<file path="src/hdl/armmp_pkg.sv">
// Package for the affine recurrence matrix-power block.
// Operand width, matrix types, reduction request/response types and sequencer state codes. No dependencies.
`default_nettype none
package armmp_pkg;
    localparam int OPERAND_BITS = 30;
    localparam int PROD_BITS    = 2 * OPERAND_BITS;
    localparam int ACC_BITS     = PROD_BITS + 1;

    typedef logic [OPERAND_BITS-1:0] opnd_t;
    typedef opnd_t [8:0] mat_t;

    // modular reduction unit request/response
    typedef struct packed {
        logic              start;
        logic [ACC_BITS-1:0] value;
        opnd_t             modulus;
    } red_req_t;

    typedef struct packed {
        logic  done;
        opnd_t rem;
    } red_rsp_t;

    typedef enum logic [9:0] {
        ST_IDLE  = 10'b0000000001,
        ST_PREP  = 10'b0000000010,
        ST_MUL   = 10'b0000000100,
        ST_RED   = 10'b0000001000,
        ST_NEXT  = 10'b0000010000,
        ST_FIN0  = 10'b0000100000,
        ST_FIN1  = 10'b0001000000,
        ST_FRED  = 10'b0010000000,
        ST_OUT   = 10'b0100000000,
        ST_BIT   = 10'b1000000000
    } state_t;
endpackage
`default_nettype wire

</file>
<file path="src/hdl/armmp_if.sv">
// Valid/ready channel interfaces for the request and result sides.
// Depends on armmp_pkg for the operand type.
`default_nettype none
interface armmp_in_if (input wire logic clk);
    logic                   valid;
    logic                   ready;
    armmp_pkg::opnd_t       coef_a;
    armmp_pkg::opnd_t       coef_b;
    armmp_pkg::opnd_t       addend_c;
    armmp_pkg::opnd_t       term_index;
    armmp_pkg::opnd_t       modulus;
    modport source (output valid, coef_a, coef_b, addend_c, term_index, modulus,
                    input ready);
    modport sink (input valid, coef_a, coef_b, addend_c, term_index, modulus,
                  output ready);
endinterface

interface armmp_out_if (input wire logic clk);
    logic             valid;
    logic             ready;
    armmp_pkg::opnd_t term_value;
    modport source (output valid, term_value, input ready);
    modport sink (input valid, term_value, output ready);
endinterface
`default_nettype wire

</file>
<file path="src/hdl/armmp_modred.sv">
// Bit-serial restoring reduction: value mod modulus, one quotient bit a cycle.
// Depends on armmp_pkg.
`default_nettype none
module armmp_modred (
    input  wire logic                clk,
    input  wire logic                rst_n,
    input  wire armmp_pkg::red_req_t req,
    output armmp_pkg::red_rsp_t      rsp
);
    localparam int AB = armmp_pkg::ACC_BITS;
    localparam int CW = $clog2(AB + 1);

    logic [AB-1:0]                 val_reg, val_next;
    logic [armmp_pkg::OPERAND_BITS:0] rem_reg, rem_next;
    armmp_pkg::opnd_t              mod_reg, mod_next;
    logic [CW-1:0]                 cnt_reg, cnt_next;
    logic                          busy_reg, busy_next;
    logic                          done_reg, done_next;
    logic [armmp_pkg::OPERAND_BITS+1:0] shifted, diff;

    always_comb
    begin
        val_next  = val_reg;
        rem_next  = rem_reg;
        mod_next  = mod_reg;
        cnt_next  = cnt_reg;
        busy_next = busy_reg;
        done_next = 1'b0;
        shifted   = {rem_reg, val_reg[AB-1]};
        diff      = shifted - {2'b00, mod_reg};
        if (req.start)
        begin
            val_next  = req.value;
            mod_next  = req.modulus;
            rem_next  = '0;
            cnt_next  = CW'(AB);
            busy_next = 1'b1;
        end
        else if (busy_reg)
        begin
            val_next = val_reg << 1;
            if (!diff[armmp_pkg::OPERAND_BITS+1])
                rem_next = diff[armmp_pkg::OPERAND_BITS:0];
            else
                rem_next = shifted[armmp_pkg::OPERAND_BITS:0];
            cnt_next = cnt_reg - CW'(1);
            if (cnt_reg == CW'(1))
            begin
                busy_next = 1'b0;
                done_next = 1'b1;
            end
        end
    end

    always_ff @(posedge clk or negedge rst_n)
    begin
        if (!rst_n)
        begin
            busy_reg <= 1'b0;
            done_reg <= 1'b0;
            cnt_reg  <= '0;
        end
        else
        begin
            busy_reg <= busy_next;
            done_reg <= done_next;
            cnt_reg  <= cnt_next;
        end
    end

    always_ff @(posedge clk)
    begin
        val_reg <= val_next;
        rem_reg <= rem_next;
        mod_reg <= mod_next;
    end

    assign rsp.done = done_reg;
    assign rsp.rem  = rem_reg[armmp_pkg::OPERAND_BITS-1:0];
endmodule
`default_nettype wire

</file>
<file path="src/hdl/affine_recurrence_mod_matrix_power.sv">
// Affine recurrence g(n) mod m by 3x3 matrix square-and-multiply.
// n <= 2 or m == 0 gives the result the cycle after the request is taken.
// Otherwise each multiply-accumulate is a multiply, a bit-serial reduction and
// a step, and a matrix product is 27 of them; every bit of n-2 costs a squaring
// plus a product when the bit is set. Operand prep comes before the bit loop
// and the final dot product after it.
// Throughput: one request at a time; ready again once the result is taken.
// rst_n (async, low) returns the sequencer to idle.
`default_nettype none
module affine_recurrence_mod_matrix_power (
    input  wire logic  clk,
    input  wire logic  rst_n,
    armmp_in_if.sink   in_ch,
    armmp_out_if.source out_ch
);
    localparam int OB = armmp_pkg::OPERAND_BITS;
    localparam int PB = armmp_pkg::PROD_BITS;
    localparam int AB = armmp_pkg::ACC_BITS;

    armmp_pkg::state_t state_reg, state_next;
    armmp_pkg::mat_t   acc_reg, acc_next;    // running power
    armmp_pkg::mat_t   base_reg, base_next;  // repeated square
    armmp_pkg::mat_t   tmp_reg, tmp_next;    // product being built
    armmp_pkg::opnd_t  m_reg, m_next;
    armmp_pkg::opnd_t  c_reg, c_next;
    armmp_pkg::opnd_t  e_reg, e_next;        // remaining exponent
    armmp_pkg::opnd_t  res_reg, res_next;
    armmp_pkg::opnd_t  part_reg, part_next;  // running MAC value, reduced
    logic [PB-1:0]     prod_reg, prod_next;
    logic              sq_reg, sq_next;      // 0: acc*base, 1: base*base
    logic [1:0]        i_reg, i_next, j_reg, j_next, k_reg, k_next;
    logic [2:0]        fstep_reg, fstep_next;   // pre-reduction / final steps
    logic              valid_reg, valid_next;

    armmp_pkg::red_req_t rreq;
    armmp_pkg::red_rsp_t rrsp;
    armmp_pkg::opnd_t    opx, opy;
    logic [3:0]          xi, yi;
    logic [PB-1:0]       mul_p;

    armmp_modred u_red (.clk(clk), .rst_n(rst_n), .req(rreq), .rsp(rrsp));

    // operand selection for the single multiplier
    always_comb
    begin
        xi  = 4'(i_reg) * 4'd3 + 4'(k_reg);
        yi  = 4'(k_reg) * 4'd3 + 4'(j_reg);
        opx = sq_reg ? base_reg[xi] : acc_reg[xi];
        opy = base_reg[yi];
        // final step reuses the multiplier for c * acc02
        if (state_reg == armmp_pkg::ST_FIN1)
        begin
            opx = acc_reg[2];
            opy = c_reg;
        end
        mul_p = PB'(opx) * PB'(opy);
    end

    always_comb
    begin
        state_next = state_reg;
        acc_next   = acc_reg;
        base_next  = base_reg;
        tmp_next   = tmp_reg;
        m_next     = m_reg;
        c_next     = c_reg;
        e_next     = e_reg;
        res_next   = res_reg;
        part_next  = part_reg;
        prod_next  = prod_reg;
        sq_next    = sq_reg;
        i_next     = i_reg;
        j_next     = j_reg;
        k_next     = k_reg;
        fstep_next = fstep_reg;
        valid_next = valid_reg;
        rreq.start   = 1'b0;
        rreq.value   = '0;
        rreq.modulus = m_reg;
        case (state_reg)
            armmp_pkg::ST_IDLE:
            begin
                if (in_ch.valid)
                begin
                    m_next = in_ch.modulus;
                    c_next = in_ch.addend_c;
                    base_next = '0;
                    base_next[0] = in_ch.coef_a;
                    base_next[1] = in_ch.coef_b;
                    e_next = in_ch.term_index - OB'(2);
                    if (in_ch.modulus == '0)
                    begin
                        res_next   = '0;
                        valid_next = 1'b1;
                        state_next = armmp_pkg::ST_OUT;
                    end
                    else if (in_ch.term_index <= OB'(2))
                    begin
                        res_next   = (in_ch.modulus == OB'(1)) ? '0 : OB'(1);
                        valid_next = 1'b1;
                        state_next = armmp_pkg::ST_OUT;
                    end
                    else
                    begin
                        fstep_next = 3'd0;
                        state_next = armmp_pkg::ST_PREP;
                    end
                end
            end
            // reduce a, b, c mod m and build the start matrices
            armmp_pkg::ST_PREP:
            begin
                if (fstep_reg == 3'd0 || fstep_reg == 3'd2 || fstep_reg == 3'd4)
                begin
                    rreq.start = 1'b1;
                    rreq.value = (fstep_reg == 3'd0) ? AB'(base_reg[0]) :
                                 (fstep_reg == 3'd2) ? AB'(base_reg[1]) : AB'(c_reg);
                    fstep_next = fstep_reg + 3'd1;
                end
                else if (rrsp.done)
                begin
                    if (fstep_reg == 3'd1)
                        base_next[0] = rrsp.rem;
                    else if (fstep_reg == 3'd3)
                        base_next[1] = rrsp.rem;
                    else
                        c_next = rrsp.rem;
                    fstep_next = fstep_reg + 3'd1;
                    if (fstep_reg == 3'd5)
                    begin
                        base_next[2] = (m_reg == OB'(1)) ? '0 : OB'(1);
                        base_next[3] = (m_reg == OB'(1)) ? '0 : OB'(1);
                        base_next[8] = (m_reg == OB'(1)) ? '0 : OB'(1);
                        acc_next = '0;
                        acc_next[0] = (m_reg == OB'(1)) ? '0 : OB'(1);
                        acc_next[4] = (m_reg == OB'(1)) ? '0 : OB'(1);
                        acc_next[8] = (m_reg == OB'(1)) ? '0 : OB'(1);
                        state_next = armmp_pkg::ST_BIT;
                    end
                end
            end
            armmp_pkg::ST_BIT:
            begin
                i_next = '0;
                j_next = '0;
                k_next = '0;
                part_next = '0;
                if (e_reg == '0)
                begin
                    state_next = armmp_pkg::ST_FIN0;
                end
                else
                begin
                    sq_next    = ~e_reg[0];
                    state_next = armmp_pkg::ST_MUL;
                end
            end
            armmp_pkg::ST_MUL:
            begin
                prod_next  = mul_p;
                state_next = armmp_pkg::ST_RED;
                fstep_next = 3'd0;
            end
            armmp_pkg::ST_RED:
            begin
                if (fstep_reg == 3'd0)
                begin
                    rreq.start = 1'b1;
                    rreq.value = AB'(prod_reg) + AB'(part_reg);
                    fstep_next = 3'd1;
                end
                else if (rrsp.done)
                begin
                    part_next  = rrsp.rem;
                    state_next = armmp_pkg::ST_NEXT;
                end
            end
            armmp_pkg::ST_NEXT:
            begin
                state_next = armmp_pkg::ST_MUL;
                if (k_reg != 2'd2)
                begin
                    k_next = k_reg + 2'd1;
                end
                else
                begin
                    tmp_next[4'(i_reg) * 4'd3 + 4'(j_reg)] = part_reg;
                    part_next = '0;
                    k_next = '0;
                    if (j_reg != 2'd2)
                    begin
                        j_next = j_reg + 2'd1;
                    end
                    else
                    begin
                        j_next = '0;
                        if (i_reg != 2'd2)
                        begin
                            i_next = i_reg + 2'd1;
                        end
                        else
                        begin
                            i_next = '0;
                            if (sq_reg)
                            begin
                                base_next = tmp_next;
                                e_next    = e_reg >> 1;
                                state_next = armmp_pkg::ST_BIT;
                            end
                            else
                            begin
                                acc_next = tmp_next;
                                sq_next  = 1'b1;
                            end
                        end
                    end
                end
            end
            // v = (acc00 + acc01) mod m
            armmp_pkg::ST_FIN0:
            begin
                rreq.start = 1'b1;
                rreq.value = AB'(acc_reg[0]) + AB'(acc_reg[1]);
                state_next = armmp_pkg::ST_FIN1;
            end
            armmp_pkg::ST_FIN1:
            begin
                if (rrsp.done)
                begin
                    part_next  = rrsp.rem;
                    prod_next  = mul_p;
                    state_next = armmp_pkg::ST_FRED;
                    fstep_next = 3'd0;
                end
            end
            // c*acc02 + v reduced once gives the same residue
            armmp_pkg::ST_FRED:
            begin
                if (fstep_reg == 3'd0)
                begin
                    rreq.start = 1'b1;
                    rreq.value = AB'(prod_reg) + AB'(part_reg);
                    fstep_next = 3'd1;
                end
                else if (rrsp.done)
                begin
                    res_next   = rrsp.rem;
                    valid_next = 1'b1;
                    state_next = armmp_pkg::ST_OUT;
                end
            end
            armmp_pkg::ST_OUT:
            begin
                if (out_ch.ready)
                begin
                    valid_next = 1'b0;
                    state_next = armmp_pkg::ST_IDLE;
                end
            end
            default:
            begin
                state_next = armmp_pkg::ST_IDLE;
                valid_next = 1'b0;
            end
        endcase
    end

    always_ff @(posedge clk or negedge rst_n)
    begin
        if (!rst_n)
        begin
            state_reg <= armmp_pkg::ST_IDLE;
            valid_reg <= 1'b0;
            fstep_reg <= '0;
            i_reg     <= '0;
            j_reg     <= '0;
            k_reg     <= '0;
            sq_reg    <= 1'b0;
        end
        else
        begin
            state_reg <= state_next;
            valid_reg <= valid_next;
            fstep_reg <= fstep_next;
            i_reg     <= i_next;
            j_reg     <= j_next;
            k_reg     <= k_next;
            sq_reg    <= sq_next;
        end
    end

    always_ff @(posedge clk)
    begin
        acc_reg  <= acc_next;
        base_reg <= base_next;
        tmp_reg  <= tmp_next;
        m_reg    <= m_next;
        c_reg    <= c_next;
        e_reg    <= e_next;
        res_reg  <= res_next;
        part_reg <= part_next;
        prod_reg <= prod_next;
    end

    assign in_ch.ready       = (state_reg == armmp_pkg::ST_IDLE);
    assign out_ch.valid      = valid_reg;
    assign out_ch.term_value = res_reg;
endmodule
`default_nettype wire
</file>
<file path="src/flat_wrapper.sv">
// flat-port wrapper written by rule: the top's interface ports become plain ports
module affine_recurrence_mod_matrix_power_flat 
  (clk, rst_n, in_ch_valid, in_ch_coef_a, in_ch_coef_b, in_ch_addend_c, in_ch_term_index, in_ch_modulus, in_ch_ready, out_ch_valid, out_ch_term_value, out_ch_ready);
  armmp_in_if in_ch_i (.clk(clk));
  armmp_out_if out_ch_i (.clk(clk));
  input  wire logic clk;
  input  wire logic rst_n;
  input wire logic [$bits(in_ch_i.valid)-1:0] in_ch_valid;
  input wire logic [$bits(in_ch_i.coef_a)-1:0] in_ch_coef_a;
  input wire logic [$bits(in_ch_i.coef_b)-1:0] in_ch_coef_b;
  input wire logic [$bits(in_ch_i.addend_c)-1:0] in_ch_addend_c;
  input wire logic [$bits(in_ch_i.term_index)-1:0] in_ch_term_index;
  input wire logic [$bits(in_ch_i.modulus)-1:0] in_ch_modulus;
  output wire logic [$bits(in_ch_i.ready)-1:0] in_ch_ready;
  output wire logic [$bits(out_ch_i.valid)-1:0] out_ch_valid;
  output wire logic [$bits(out_ch_i.term_value)-1:0] out_ch_term_value;
  input wire logic [$bits(out_ch_i.ready)-1:0] out_ch_ready;
  assign in_ch_i.valid = in_ch_valid;
  assign in_ch_i.coef_a = in_ch_coef_a;
  assign in_ch_i.coef_b = in_ch_coef_b;
  assign in_ch_i.addend_c = in_ch_addend_c;
  assign in_ch_i.term_index = in_ch_term_index;
  assign in_ch_i.modulus = in_ch_modulus;
  assign in_ch_ready = in_ch_i.ready;
  assign out_ch_valid = out_ch_i.valid;
  assign out_ch_term_value = out_ch_i.term_value;
  assign out_ch_i.ready = out_ch_ready;
  affine_recurrence_mod_matrix_power u_core (.clk(clk), .rst_n(rst_n), .in_ch(in_ch_i), .out_ch(out_ch_i));
endmodule
</file>
<file path="config.mk">
export PLATFORM = sky130hd
export DESIGN_NAME = affine_recurrence_mod_matrix_power_flat
export DESIGN_NICKNAME = d
export VERILOG_FILES = /design/src/hdl/armmp_pkg.sv /design/src/hdl/armmp_if.sv /design/src/hdl/armmp_modred.sv /design/src/hdl/affine_recurrence_mod_matrix_power.sv /design/src/flat_wrapper.sv
export SDC_FILE = /design/constraint.sdc
export NUM_CORES = 2
export LEC_CHECK = 0
export BUFFER_PORTS_ARGS = -buffer_cell sky130_fd_sc_hd__buf_4
export CAP_MARGIN = 20
export CORE_MARGIN = 4
export CORE_UTILIZATION = 41
export DETAILED_ROUTE_END_ITERATION = 6
export PLACE_DENSITY_LB_ADDON = 0.15
export SYNTH_ARGS = -nofsm -noshare
export SYNTH_HDL_FRONTEND = slang
export SYNTH_SLANG_ARGS = --single-unit
</file>
<file path="constraint.sdc">
create_clock -name clk -period 26.5 [get_ports clk]
set_input_delay 2.65 -clock clk [delete_from_list [all_inputs] [get_ports clk]]
set_output_delay 2.65 -clock clk [all_outputs]
set_load 0.01 [all_outputs]
</file>
==> run summary <==
CTS Buffer Depth: 3
largest net degree at the start of global routing: 203
TritonRoute pass-1 iters: 7
max frequency: 75.0 MHz
CTS Buf Count: 136
crit path capture type: register
most common cell after layout, fill and taps aside: edfxtp_1
largest area contributor in the netlist: edfxtp_1
Min Clock Period, post-route: 13.33 ns
Yosys reg bits: 1171
crit-path max cell delay: 1.17 ns
post-synthesis cell count: 7693
Post-Route WL: 299000 µm
die height: 471 µm
post-CTS setup buffer count: 0
FP Rows: 169
Post-synth EDFFs: 1111
synth top area cells: edfxtp_1 38%, fa_1 18%, ha_1 5.1%
initial core utilization: 0.413
Critical Path Slowest Stage Cell: fa_4
DR vias: 61528
ys async rst share: 0.0248
yosys synthesis warning count: 0
RSZ-0062 raised after global routing: false
Synth Cell Area: 87900 µm²
antenna-violating nets left: 0
vias in the first global route: 63629
fin nets: 9028
register area share after synthesis: 0.395
Crit Path Max Fanout: 38
first-pass GRT wire length: 437000 µm
share of the synthesized area in the top cell type: 0.379
path type of the worst setup path: reg2reg
Remaining DRCs: 0
final hold vios: 0
initial antenna violation count: 3
clock slew seen by the registers of the worst setup and hold paths: 0.06 ns
dpl hpwl: 208000 µm
gr usage total: 0.267
DR vias/cell: 5.77
Mapped Nets: 8994
Worst Path Arrival: 13.86 ns
total gr overflow: 0
crit share post-route: 0.503
area of the die: 222000 µm²
Worst Setup Start Kind: register
Routability Congestion: 0.913
max cap viols: 0
# setup viols final: 0
clk_skew: 0.0580 ns
Clk Latency, worst-skew pair: 0.82 ns
clk root buf: clkbuf_16
layout cell share with drive strength beyond 1: 0.150
syn_area_per_cell: 11.4 µm²
final setup TNS: 0 ns
CTS H-tree lvls: 4
post-cts resize count: 0
ys flop type: edfxtp_1
commonest non-fill, non-tap cells in the layout: 1111 x edfxtp_1, 874 x inv_1, 786 x fa_1, 668 x nor2_1, 586 x nand2_1
Avg WL per Cell: 28.0 µm
critical path required time: 27.03 ns
P&R area growth vs syn: 10.7%
Port Buffers: 185
hold buffer count at CTS: 0
most used cell, CP: fa_1
final max-slew violation count: 0
Worst slew margin: 0.212
Core Box Area: 213000 µm²
status: complete, no violations
CTS tree: built
die span in x: 471 µm
final hold slack: 0.449 ns
Worst Max-Slew Pin Slew: 1.18 ns
Hold Crit Class: reg2reg
Synth cell types: 99
boundary pin count: 186
initial DRC count: 6069
CTS Sinks: 1171
[cell usage after synthesis (28+ instances only)]
cell      count
inv_1       875
buf_2        44
o211ai_1     38
mux2_2      291
nor3_1       41
nand3_1      46
mux2i_1     101
and2_1      467
xor2_1       65
xnor2_1     127
nor4_1       45
dfrtp_1      28
or2_2        37
a21o_1       86
clkbuf_1    347
a21oi_1     278
nand2_1     592
fa_1        788
a31oi_1      40
nand4_1      38
a221o_1      64
nor2_1      672
a211oi_1     83
mux4_2      180
o21ai_0     181
ha_1        359
nor2b_1      43
o21a_1       34
dfxtp_1      31
nand2b_1    187
edfxtp_1   1111
o21ai_1      36
buf_1        47
[worst max-delay path: cells and delay by family, from the launching register on]
kind / cells / cell delay [ns]
AOI/OAI and AO/OA: 10 / 2.11
DFF: 1 / 0.48
adders and majority gates: 11 / 5.96
and+or+nand+nor: 5 / 1.48
muxes: 1 / 0.59
buffers and inverters: 9 / 2.18
xor gates and xnor gates: 1 / 0.13
[layer usage]
layer  wire [µm]  part of all wire  track usage
met3       23800             0.080       0.0505
met4       11800             0.040       0.0964
met5           0                 0            0
met2      139000              0.46        0.428
met1      124000              0.42        0.362
[kinds of logic after synthesis]
| group | synth area share |
|---|---|
| and+or+nand+nor | 0.125 |
| buffers and inverters | 0.0593 |
| DFF | 0.395 |
| adders and majority gates | 0.230 |
| AOI/OAI and AO/OA | 0.0760 |
| muxes | 0.0949 |
| xor gates and xnor gates | 0.0195 |
[worst paths after layout]
kind	start	end	slack, ns	cells past startpoint
setup reg to reg	u_core.i_reg[0]$_DFFE_PN0P_	u_core.prod_reg[56]$_DFFE_PP_	13.17	37
hold / removal	u_core.m_reg[13]$_DFFE_PP_	u_core.u_red.mod_reg[13]$_DFFE_PP_	0.45	0
hold reg to reg	u_core.m_reg[13]$_DFFE_PP_	u_core.u_red.mod_reg[13]$_DFFE_PP_	0.45	0
setup / recovery	u_core.i_reg[0]$_DFFE_PN0P_	u_core.prod_reg[56]$_DFFE_PP_	13.17	37
max in group asynchronous	rst_n	u_core.state_reg[0]$_DFFE_PN1P_	24.40	1
min in group asynchronous	rst_n	u_core.state_reg[5]$_DFFE_PN0P_	1.77	1
[area by class of cell]
class	instances	area, µm²
Fill cell	19617	115000
Multi-Input combinational cell	5178	48600
Sequential cell	1171	34700
Clock buffer	168	3540
Tap cell	2821	3530
Inverter	876	3290
Timing Repair Buffer	364	2820
Clock inverter	77	868
Antenna cell	3	7.51
[stage by stage]
step / utilization / area (µm²) / instances / setup WS [ns]
after global placement: 0.436 / 92800 / 10403 / 13.39
after detailed placement: 0.437 / 92900 / 10405 / 13.29
after floorplan: - / 87900 / 7693 / 4.44
after global routing: 0.458 / 97400 / 10657 / 12.54
final: 0.458 / 97400 / 10658 / 13.17
after CTS: 0.457 / 97300 / 10650 / 13.21
Power is left out: the tool's default activity adds up to more than one toggle a clock period on the data nets, which glitch-free logic cannot reach.
